File: src/sv/lsp_pkg.sv
`default_nettype none

package lsp_pkg;

   // Default sizing
   localparam int NUM_ENTRIES_DEF = 32;
   localparam int TICKET_BITS_DEF = 16;

   // Fixed field widths of the request and response
   localparam int INDEX_W     = 5;
   localparam int TICKET_IN_W = 16;
   localparam int RANDOM_W    = 32;
   localparam int WINNER_W    = 5;
   localparam int DRAW_W      = 21;

   // Modulo steps: one random bit per cycle
   localparam int DIV_CNT_W = $clog2(RANDOM_W);
   localparam logic [DIV_CNT_W-1:0] DIV_LAST = DIV_CNT_W'(RANDOM_W - 1);

   typedef enum logic [0:0] {
      OP_WRITE = 1'b0,
      OP_SCHED = 1'b1
   } opcode_type;

   typedef enum logic [0:0] {
      ALU_ADD = 1'b0,
      ALU_SUB = 1'b1
   } alu_op_type;

   typedef enum logic [2:0] {
      ST_IDLE,
      ST_SUM,
      ST_DIV,
      ST_PICK,
      ST_FINISH
   } state_type;

endpackage

`default_nettype wire

File: src/sv/lsp_alu.sv
`default_nettype none

// Shared add/subtract unit; carry doubles as borrow when subtracting.
module lsp_alu #(
   parameter int WIDTH = lsp_pkg::TICKET_BITS_DEF + 6
) (
   input  logic               [WIDTH-1:0] a,
   input  logic               [WIDTH-1:0] b,
   input  lsp_pkg::alu_op_type            op,
   output logic               [WIDTH-1:0] y,
   output logic                           carry
);

   logic [WIDTH:0] full;

   // Compute one extra bit for carry or borrow
   always_comb begin
      unique case (op)
         lsp_pkg::ALU_SUB: full = {1'b0, a} - {1'b0, b};
         default:          full = {1'b0, a} + {1'b0, b};
      endcase
   end

   assign y     = full[WIDTH-1:0];
   assign carry = full[WIDTH];

endmodule

`default_nettype wire

File: src/sv/lsp_table.sv
`default_nettype none

// Process table: ticket memory plus runnable marks, registered read port.
module lsp_table #(
   parameter int NUM_ENTRIES = lsp_pkg::NUM_ENTRIES_DEF,
   parameter int TICKET_BITS = lsp_pkg::TICKET_BITS_DEF,
   localparam int IDX_W      = $clog2(NUM_ENTRIES)
) (
   input  logic                   clock,
   input  logic                   reset,
   input  logic                   wr_en,
   input  logic [IDX_W-1:0]       wr_addr,
   input  logic [TICKET_BITS-1:0] wr_tickets,
   input  logic                   wr_run,
   input  logic                   rd_en,
   input  logic [IDX_W-1:0]       rd_addr,
   output logic [TICKET_BITS-1:0] rd_tickets,
   output logic                   rd_run
);

   logic [TICKET_BITS-1:0] tickets_mem [NUM_ENTRIES];
   logic [NUM_ENTRIES-1:0] run_ff;
   logic [TICKET_BITS-1:0] rd_tickets_ff;
   logic                   rd_run_ff;

   // Ticket memory; an entry only counts once its mark is set, so no clearing
   always_ff @(posedge clock) begin
      if (wr_en) begin
         tickets_mem[wr_addr] <= wr_tickets;
      end
      if (rd_en) begin
         rd_tickets_ff <= tickets_mem[rd_addr];
         rd_run_ff     <= run_ff[rd_addr];
      end
   end

   // Runnable marks, cleared at reset
   always_ff @(posedge clock) begin
      if (reset) begin
         run_ff <= '0;
      end else if (wr_en) begin
         run_ff[wr_addr] <= wr_run;
      end
   end

   assign rd_tickets = rd_tickets_ff;
   assign rd_run     = rd_run_ff;

endmodule

`default_nettype wire

File: src/sv/lottery_scheduler_pick.sv
// Write request: written to the table on acceptance when in range, no response.
// Schedule request: a first walk sums the runnable tickets, a 32-step modulo
// on the shared adder draws a ticket and a second walk finds its winner, both
// walks at one entry per cycle; with no runnable ticket only the first walk runs.
// One request at a time; the next is taken while a response waits.
// Reset clears runnable marks, the current entry (to 0) and all handshake state.
`default_nettype none

module lottery_scheduler_pick #(
   parameter int NUM_ENTRIES = lsp_pkg::NUM_ENTRIES_DEF,
   parameter int TICKET_BITS = lsp_pkg::TICKET_BITS_DEF
) (
   input  logic                          clock,
   input  logic                          reset,
   input  logic                          req_valid,
   output logic                          req_ready,
   input  logic                          req_opcode,
   input  logic [lsp_pkg::INDEX_W-1:0]     req_entry_index,
   input  logic [lsp_pkg::TICKET_IN_W-1:0] req_ticket_count,
   input  logic                          req_runnable_in,
   input  logic [lsp_pkg::RANDOM_W-1:0]    req_random_word,
   output logic                          rsp_valid,
   input  logic                          rsp_ready,
   output logic [lsp_pkg::WINNER_W-1:0]    rsp_winner_index,
   output logic                          rsp_none_ready,
   output logic [lsp_pkg::DRAW_W-1:0]      rsp_winning_ticket
);

   localparam int IDX_W  = $clog2(NUM_ENTRIES);
   localparam int SUM_W  = TICKET_BITS + IDX_W;
   localparam int ALU_W  = SUM_W + 1;
   localparam int RND_W  = lsp_pkg::RANDOM_W;
   localparam int WIN_W  = lsp_pkg::WINNER_W;
   localparam int DRW_W  = lsp_pkg::DRAW_W;
   localparam int CNT_W  = lsp_pkg::DIV_CNT_W;
   localparam logic [IDX_W-1:0] LAST = IDX_W'(NUM_ENTRIES - 1);

   lsp_pkg::state_type state_ff, state_in;

   logic [IDX_W-1:0] addr_ff, addr_in;
   logic             issue_ff, issue_in;
   logic             dvld_ff;
   logic [IDX_W-1:0] didx_ff;
   logic [SUM_W-1:0] acc_ff, acc_in;
   logic [RND_W-1:0] rnd_ff, rnd_in;
   logic [SUM_W-1:0] rem_ff, rem_in;
   logic [SUM_W-1:0] draw_ff, draw_in;
   logic [CNT_W-1:0] cnt_ff, cnt_in;
   logic [IDX_W-1:0] current_ff, current_in;
   logic             none_ff, none_in;

   logic             rsp_valid_ff, rsp_valid_in;
   logic [WIN_W-1:0] rsp_winner_ff, rsp_winner_in;
   logic             rsp_none_ff, rsp_none_in;
   logic [DRW_W-1:0] rsp_ticket_ff, rsp_ticket_in;

   logic                   wr_en;
   logic                   rd_en;
   logic [TICKET_BITS-1:0] rd_tickets;
   logic                   rd_run;
   logic [ALU_W-1:0]       tick_b;

   logic [ALU_W-1:0]    alu_a, alu_b, alu_y;
   lsp_pkg::alu_op_type alu_op;
   logic                alu_carry;

   assign req_ready = (state_ff == lsp_pkg::ST_IDLE);

   // Table write on an accepted, in-range write request
   assign wr_en = req_valid && req_ready && (req_opcode == lsp_pkg::OP_WRITE)
                  && (32'(req_entry_index) < NUM_ENTRIES);

   lsp_table #(
      .NUM_ENTRIES (NUM_ENTRIES),
      .TICKET_BITS (TICKET_BITS)
   ) u_table (
      .clock      (clock),
      .reset      (reset),
      .wr_en      (wr_en),
      .wr_addr    (IDX_W'(req_entry_index)),
      .wr_tickets (TICKET_BITS'(req_ticket_count)),
      .wr_run     (req_runnable_in),
      .rd_en      (rd_en),
      .rd_addr    (addr_ff),
      .rd_tickets (rd_tickets),
      .rd_run     (rd_run)
   );

   lsp_alu #(
      .WIDTH (ALU_W)
   ) u_alu (
      .a     (alu_a),
      .b     (alu_b),
      .op    (alu_op),
      .y     (alu_y),
      .carry (alu_carry)
   );

   // Tickets of the entry just read, zero when not runnable
   assign tick_b = rd_run ? ALU_W'(rd_tickets) : '0;

   // Sequencer: next state, datapath updates and shared unit operands
   always_comb begin
      state_in      = state_ff;
      addr_in       = addr_ff;
      issue_in      = issue_ff;
      acc_in        = acc_ff;
      rnd_in        = rnd_ff;
      rem_in        = rem_ff;
      draw_in       = draw_ff;
      cnt_in        = cnt_ff;
      current_in    = current_ff;
      none_in       = none_ff;
      rsp_valid_in  = rsp_valid_ff && !rsp_ready;
      rsp_winner_in = rsp_winner_ff;
      rsp_none_in   = rsp_none_ff;
      rsp_ticket_in = rsp_ticket_ff;
      rd_en         = 1'b0;
      alu_a         = '0;
      alu_b         = '0;
      alu_op        = lsp_pkg::ALU_ADD;

      unique case (state_ff)
         lsp_pkg::ST_IDLE: begin
            if (req_valid && (req_opcode == lsp_pkg::OP_SCHED)) begin
               state_in = lsp_pkg::ST_SUM;
               addr_in  = '0;
               issue_in = 1'b1;
               acc_in   = '0;
               rnd_in   = req_random_word;
            end
         end

         // First walk: total runnable tickets
         lsp_pkg::ST_SUM: begin
            rd_en = issue_ff;
            if (issue_ff) begin
               addr_in = addr_ff + 1'b1;
               if (addr_ff == LAST) begin
                  issue_in = 1'b0;
               end
            end
            alu_a = ALU_W'(acc_ff);
            alu_b = tick_b;
            if (dvld_ff) begin
               acc_in = alu_y[SUM_W-1:0];
               if (didx_ff == LAST) begin
                  if (alu_y[SUM_W-1:0] == '0) begin
                     none_in  = 1'b1;
                     draw_in  = '0;
                     state_in = lsp_pkg::ST_FINISH;
                  end else begin
                     none_in  = 1'b0;
                     rem_in   = '0;
                     cnt_in   = '0;
                     state_in = lsp_pkg::ST_DIV;
                  end
               end
            end
         end

         // Restoring modulo: one random bit per cycle
         lsp_pkg::ST_DIV: begin
            alu_a  = {rem_ff, rnd_ff[RND_W-1]};
            alu_b  = ALU_W'(acc_ff);
            alu_op = lsp_pkg::ALU_SUB;
            rem_in = alu_carry ? alu_a[SUM_W-1:0] : alu_y[SUM_W-1:0];
            rnd_in = rnd_ff << 1;
            cnt_in = cnt_ff + 1'b1;
            if (cnt_ff == lsp_pkg::DIV_LAST) begin
               draw_in  = rem_in;
               addr_in  = '0;
               issue_in = 1'b1;
               state_in = lsp_pkg::ST_PICK;
            end
         end

         // Second walk: count the draw down, first borrow marks the winner
         lsp_pkg::ST_PICK: begin
            rd_en = issue_ff;
            if (issue_ff) begin
               addr_in = addr_ff + 1'b1;
               if (addr_ff == LAST) begin
                  issue_in = 1'b0;
               end
            end
            alu_a  = ALU_W'(rem_ff);
            alu_b  = tick_b;
            alu_op = lsp_pkg::ALU_SUB;
            if (dvld_ff) begin
               if (rd_run && alu_carry) begin
                  current_in = didx_ff;
                  issue_in   = 1'b0;
                  state_in   = lsp_pkg::ST_FINISH;
               end else begin
                  rem_in = alu_y[SUM_W-1:0];
                  if (didx_ff == LAST) begin
                     state_in = lsp_pkg::ST_FINISH;
                  end
               end
            end
         end

         // Load the response once the output register is free
         lsp_pkg::ST_FINISH: begin
            if (!rsp_valid_ff || rsp_ready) begin
               rsp_valid_in  = 1'b1;
               rsp_winner_in = WIN_W'(current_ff);
               rsp_none_in   = none_ff;
               rsp_ticket_in = DRW_W'(draw_ff);
               state_in      = lsp_pkg::ST_IDLE;
            end
         end

         default: begin
            state_in = lsp_pkg::ST_IDLE;
         end
      endcase
   end

   // Hold the state register
   always_ff @(posedge clock) begin
      if (reset) begin
         state_ff <= lsp_pkg::ST_IDLE;
      end else begin
         state_ff <= state_in;
      end
   end

   // Control registers
   always_ff @(posedge clock) begin
      if (reset) begin
         issue_ff     <= 1'b0;
         dvld_ff      <= 1'b0;
         current_ff   <= '0;
         rsp_valid_ff <= 1'b0;
      end else begin
         issue_ff     <= issue_in;
         dvld_ff      <= rd_en;
         current_ff   <= current_in;
         rsp_valid_ff <= rsp_valid_in;
      end
   end

   // Datapath registers
   always_ff @(posedge clock) begin
      addr_ff       <= addr_in;
      didx_ff       <= addr_ff;
      acc_ff        <= acc_in;
      rnd_ff        <= rnd_in;
      rem_ff        <= rem_in;
      draw_ff       <= draw_in;
      cnt_ff        <= cnt_in;
      none_ff       <= none_in;
      rsp_winner_ff <= rsp_winner_in;
      rsp_none_ff   <= rsp_none_in;
      rsp_ticket_ff <= rsp_ticket_in;
   end

   assign rsp_valid          = rsp_valid_ff;
   assign rsp_winner_index   = rsp_winner_ff;
   assign rsp_none_ready     = rsp_none_ff;
   assign rsp_winning_ticket = rsp_ticket_ff;

endmodule

`default_nettype wire

File: config.mk
export PLATFORM = sky130hd
export DESIGN_NAME = lottery_scheduler_pick
export DESIGN_NICKNAME = d
export VERILOG_FILES = /design/src/sv/lsp_pkg.sv /design/src/sv/lsp_alu.sv /design/src/sv/lsp_table.sv /design/src/sv/lottery_scheduler_pick.sv
export SDC_FILE = /design/constraint.sdc
export NUM_CORES = 1
export LEC_CHECK = 0
export BUFFER_PORTS_ARGS = -buffer_cell sky130_fd_sc_hd__buf_4
export CORE_AREA = 2 2 264 266
export CTS_CLUSTER_SIZE = 12
export DETAILED_ROUTE_END_ITERATION = 12
export DIE_AREA = 0 0 266 268
export SLEW_MARGIN = 30
export SYNTH_ARGS = -nofsm -noshare
export SYNTH_HDL_FRONTEND = slang
export SYNTH_HIERARCHICAL = 1
export SYNTH_SLANG_ARGS = --single-unit
File: constraint.sdc
create_clock -name clock -period 6.3 [get_ports clock]
set_clock_uncertainty 0.05 [all_clocks]
set_input_delay 0.63 -clock clock [delete_from_list [all_inputs] [get_ports clock]]
set_output_delay 0.63 -clock clock [all_outputs]
set_load 0.02 [all_outputs]
# After elaboration in Yosys (flattened, before gate mapping)
# Memories as Yosys holds them, arrays and structs flattened. A register that Yosys moved wholly into a read port is not among the register bits.
# Cells that the tools add are included.
totals:
  ff_bits: 182
  ramBits: 512
  inputBits: 59
  mem_count: 1
mem_list:
  columns: ["memory", "words", "width", "rd", "rd_clocked_by_memory_dff", "write_ports", "line_no", "text"]
  rows:
  - ["u_table.tickets_mem", 32, 16, 1, 1, 1, "lsp_table.sv:21", "logic [TICKET_BITS-1:0] tickets_mem [NUM_ENTRIES];"]
classes:
  n_addsub: 4
  magnitude_cmp: 3
  n_eq_ne: 18
  mux: 58
  bitwise: 1
  reduce_logical: 30
op_table:
  columns: ["operator", "count"]
  rows:
  - ["$mux 21", 12]
  - ["$pmux 21 s2", 3]
  - ["$pmux 22 s3", 1]
  - ["$pmux 32 s2", 1]
  - ["$pmux 21 s3", 1]
  - ["$bwmux 32", 1]
  - ["$mux 32", 1]
  - ["$mux 5", 6]
  - ["$mux 3", 9]
  - ["$add 22x21->23", 1]
  - ["$mux 23", 1]
  - ["$sub 22x21->23", 1]
  - ["$logic_not 21->1", 1]
  - ["$mux 16", 1]
  - ["$ne 2x2->1 const B", 8]
  - ["$eq 5x5->1 const B", 3]
  - ["$mux 1", 15]
  - ["$pmux 3 s5", 1]
  - ["$pmux 5 s3", 1]
  - ["$lt 5x6->1 const B", 2]
  - ["$reduce_and 3->1", 4]
  - ["$add 5x1->5 const B", 2]
  - ["$pmux 5 s2", 1]
  - ["$reduce_and 4->1", 2]
  - ["22 further kinds", 35]

# Depth between registers and ports, before layout
depth:
  depth_word: 10
  ltp_mapped: 25
  ltp_nobuf: 23

# Hierarchy
# The synthesis kept the hierarchy.
modules_own_cells:
  columns: ["module", "n_inst", "cells_each", "area_each_um2", "seq_area_each_um2"]
  rows:
  - ["lsp_table", 1, 1321, 22123.7, 16525.8]
  - ["lottery_scheduler_pick", 1, 578, 6736.5, 4314.1]
  - ["lsp_alu", 1, 233, 1626.6, 0.0]

# Worst setup path after synthesis
# Ideal clock, no wire load.
synth_path:
  kind: "register -> register"
  from: "register state_ff[0]"
  to: "register rem_ff[0] (enable)"
  setup_time_ns: 0.407
  arrival_ns: 5.266
  path_slack_ns: 0.577
  stages_incl_launch_ff: 23
  path_buffers: 3
  period_less_slack_ns: 5.723
  cell_sequence: "dfxtp_1 -> inv_1 -> nor2_1 -> and2_1 -> buf_2 -> buf_2 -> a22o_1 -> or4_4 -> nor3_1 -> a21o_1 -> o21ai_1 -> xnor2_1 -> ha_1 -> a21oi_1 -> o21ai_0 -> a311oi_1 -> o31a_1 -> and4b_1 -> nor4_2 -> clkbuf_1 -> nand2_1 -> a21oi_1 -> o22ai_1"
synth_via:
  elab_chain_cells: 8
  word_cells_on_any_way: 20
  cone_classes: "2 x add/sub; 8 x eq/ne; 4 x mux; 6 x reduce/logical"
synth_rtl:
  columns: ["item", "line_no", "text"]
  rows:
  - ["from (decl)", "lottery_scheduler_pick.sv:38", "lsp_pkg::state_type state_ff, state_in;"]
  - ["from (signal assigned)", "lottery_scheduler_pick.sv:224", "state_ff <= lsp_pkg::ST_IDLE;"]
  - ["from (signal assigned)", "lottery_scheduler_pick.sv:226", "state_ff <= state_in;"]
  - ["$eq 3x2->1 or $eq 3x1->1 (tied branches)", "lottery_scheduler_pick.sv:123", "unique case (state_ff)"]
  - ["$reduce_or 2->1 (no source line)", null, null]
  - ["$pmux 21 s2 (*)", "lottery_scheduler_pick.sv:123", null]
  - ["via alu_b[6]", "lottery_scheduler_pick.sv:63", "logic [ALU_W-1:0] alu_a, alu_b, alu_y;"]
  - ["$add 22x21->23 or $sub 22x21->23 (tied branches)", "lsp_alu.sv:20, lsp_alu.sv:19", null]
  - ["$mux 23 (*)", "lsp_alu.sv:18", "unique case (op)"]
  - ["via alu_carry", "lottery_scheduler_pick.sv:65", "logic alu_carry;"]
  - ["$logic_and 1x1->1 (*)", "lottery_scheduler_pick.sv:191", "if (rd_run && alu_carry) begin"]
  - ["$ne 2x2->1 (no source line) (*)", null, null]
  - ["$reduce_and 6->1 (no source line) (*)", null, null]
  - ["to (signal assigned)", "lottery_scheduler_pick.sv:251", "rem_ff <= rem_in;"]
  - ["to (decl)", "lottery_scheduler_pick.sv:46", "logic [SUM_W-1:0] rem_ff, rem_in;"]
# Mark *: on every way through the listed nets, which the timed path passes. The rest lies on a longest branch.
# A chain may end at the register's enable or synchronous reset.

# Final worst setup path
layout_path:
  from: "register state_ff[0]"
  to: "register draw_ff[12] (enable)"
layout_via:
  elab_chain_cells: 8
  word_cells_on_any_way: 18
  cone_classes: "2 x add/sub; 7 x eq/ne; 4 x mux; 5 x reduce/logical"
layout_rtl:
  columns: ["item", "line_no", "text"]
  rows:
  - ["$eq 3x2->1 or $eq 3x1->1 (tied branches)", "lottery_scheduler_pick.sv:123", null]
  - ["$reduce_or 2->1 (no source line)", null, null]
  - ["$pmux 21 s2 (*)", "lottery_scheduler_pick.sv:123", null]
  - ["via alu_b[0]", "lottery_scheduler_pick.sv:63", null]
  - ["$add 22x21->23 or $sub 22x21->23 (tied branches)", "lsp_alu.sv:20, lsp_alu.sv:19", null]
  - ["$mux 23 (*)", "lsp_alu.sv:18", null]
  - ["via alu_y[16]", "lottery_scheduler_pick.sv:63", null]
  - ["$logic_not 21->1 (*)", "lottery_scheduler_pick.sv:148", "if (alu_y[SUM_W-1:0] == '0) begin"]
  - ["$ne 2x2->1 (no source line) (*)", null, null]
  - ["$reduce_and 5->1 (no source line) (*)", null, null]
  - ["to (signal assigned)", "lottery_scheduler_pick.sv:252", "draw_ff <= draw_in;"]
  - ["to (decl)", "lottery_scheduler_pick.sv:47", "logic [SUM_W-1:0] draw_ff, draw_in;"]
# Marks and branches as above.

==> run metrics <==
grt total ovfl 0; max_cap viols 0; Core Footprint 0.0682 sq mm; DR pass1 iterations 5; via/cell ratio 5.68; syn_area_per_cell 14.3 sq um; Clock Tree Root clkbuf_16; sequential cell area 0.0208 sq mm; Clock Sinks 710; worst-path fanout max 21; Detail Route Antenna Nets 0; placed insts 3039; clk_lat worst skew 0.62 ns; PnR worst setup slack 0.465 ns; NetSw 2400 uW; min-delay worst type in2reg; die area 0.0713 sq mm; first-pass GRT wire length 110 mm; n_diodes 0; worst relative slew slack 0.354; dpl cell area 0.0321 sq mm; Total Routing Usage GR 0.204; status complete, no violations; CTS Buf Count 76; number of global-route vias before repair 18200; static leakage 0.0121 uW; combinational share of power 0.090; most common cell after layout, fill and taps aside edfxtp_1; Port Buffers 87; DR DRC count 0; endpoints failing setup 0; Starting Density 0.446; Crit. End Element flip-flop; fin crit share 0.926; Std-Cell Rows 96; post-layout util 0.506; Hold Vio Cnt, Final 0; Worst VDD drop 0.000216 V; CTS tree done; footprint of the multi-input gates 0.00884 sq mm; initial antenna violation count 0; die width 266 microns; Total Routed Length 72.5 mm; largest net degree at the start of global routing 109; critical path class reg2reg; RSZ-0062 raised after global routing no; share of cells above drive strength 1 0.128; fin crit period 5.83 ns; Setup WS pre-CTS 0.184 ns; Cell Count, Final, Fillers Out 3173; Data arrival, critical path 6.08 ns; H-tree depth 3; data required time at the worst endpoint 6.55 ns; P per Cell Area 301 mW/mm^2; CTS max path bufs 3; Startpoint Class flip-flop; area delta synth->final 13.4%; via count 18000; Cells after Synth 2127; WL/cell 22.9 microns; Max Slew Vio Count 0; Reg power frac 0.502; f_max 171 MHz; CTS clock-pin slew for the worst setup and hold paths 0.06 ns; Least-Margin Pin Slew 0.965 ns; commonest cells after routing, fill and taps aside edfxtp_1, mux2i_1, nand2_1, buf_4; Initial DRC Count 1610; Final Net Count 2325; setup TNS 0 ns; die height 268 microns; Top-Level Pins 88; cts hold-fix bufs 0; Synthesis Warnings 6; fillcell total 5752; GP Congestion 0.877; switching part of the total 0.231; internal power 7980 uW; Clk network pwr share 0.408; Synth Cell Area 0.0304 sq mm; Final HPWL DP 44.9 mm; fin area 0.0345 sq mm
state kept, by name, indices dropped and copies added, names as in the netlist, 5 cells and up:
signal / count
didx_ff: 5
rem_ff: 21
rsp_winner_index: 5
rsp_winning_ticket: 21
draw_ff: 21
addr_ff: 5
current_ff: 5
u_table/tickets_mem: 512
acc_ff: 21
cnt_ff: 5
u_table/run_ff: 32
u_table/rd_tickets: 16
rnd_ff: 32
critical path: stages, from the launching register on:
cell       delay, ns
dfxtp_1         0.54
inv_1           0.12
nor2_1          0.20
and2_2          0.30
a22o_1          0.22
inv_1           0.06
ha_1            0.20
nor3b_1         0.15
buf_4           0.15
nor3b_4         0.15
a21oi_1         0.18
xnor2_1         0.10
ha_1            0.41
nand3_1         0.21
nor3_1          0.17
o21ai_1         0.08
nor2b_1         0.18
a31oi_1         0.21
mux2i_1         0.22
o2111ai_1       0.35
nor3_1          0.29
nand2_1         0.14
nor3_1          0.23
buf_4           0.19
a22o_1          0.12
buf_4           0.27
per-layer routing:
metal	GRT usage	wire, microns	part of all wire
met4	0.0578	1810	0.025
met1	0.256	30100	0.41
met5	0	0	0
met2	0.369	37700	0.52
met3	0.0279	2950	0.041
final cells by class:
cell class	instances	share of cell area
tap	882	0.0320
inverter	16	0.00174
sequential	710	0.604
timing repair buffer	162	0.0374
multi-input combinational	1272	0.256
clock buffer	101	0.0603
clock inverter	30	0.00852
power groups by stage:
stage | Sequential (uW) | Clock (uW) | Combinational (uW)
2_1_floorplan | 5300 | 0 | 595
3_3_place_gp | 5310 | 0 | 918
3_5_place_dp | 5310 | 0 | 932
4_1_cts | 5210 | 4330 | 935
5_1_grt | 5210 | 4510 | 1010
6_report | 5210 | 4230 | 935
repair_timing:
item | in CTS | in global routing
resized for setup | 0 | 7
setup endpoints to repair | 0 | 76
setup buffers | 0 | 2
worst paths after layout:
| kind | start | to | slack [ns] | cells after the start |
|---|---|---|---|---|
| setup / recovery | state_ff[0]$_SDFFE_PP0P_ | draw_ff[12]$_SDFFCE_PN0P_ | 0.47 | 25 |
| hold / removal | req_random_word[22] | rnd_ff[22]$_DFFE_PP_ | 0.24 | 3 |
| setup reg to reg | state_ff[0]$_SDFFE_PP0P_ | draw_ff[12]$_SDFFCE_PN0P_ | 0.47 | 25 |
| hold reg to reg | addr_ff[3]$_SDFFCE_PP0P_ | didx_ff[3]$_DFF_P_ | 0.32 | 0 |
metrics by stage:
| step | hold slack (ns) | power (uW) |
|---|---|---|
| finish | 0.243 | 10400 |
| global route | 0.224 | 10700 |
| CTS | 0.209 | 10500 |
| detailed placement | 0.315 | 6240 |
| global placement | 0.311 | 6230 |
| floorplan | 0.344 | 5900 |
Note: power is estimated with default switching activity, not from simulation.
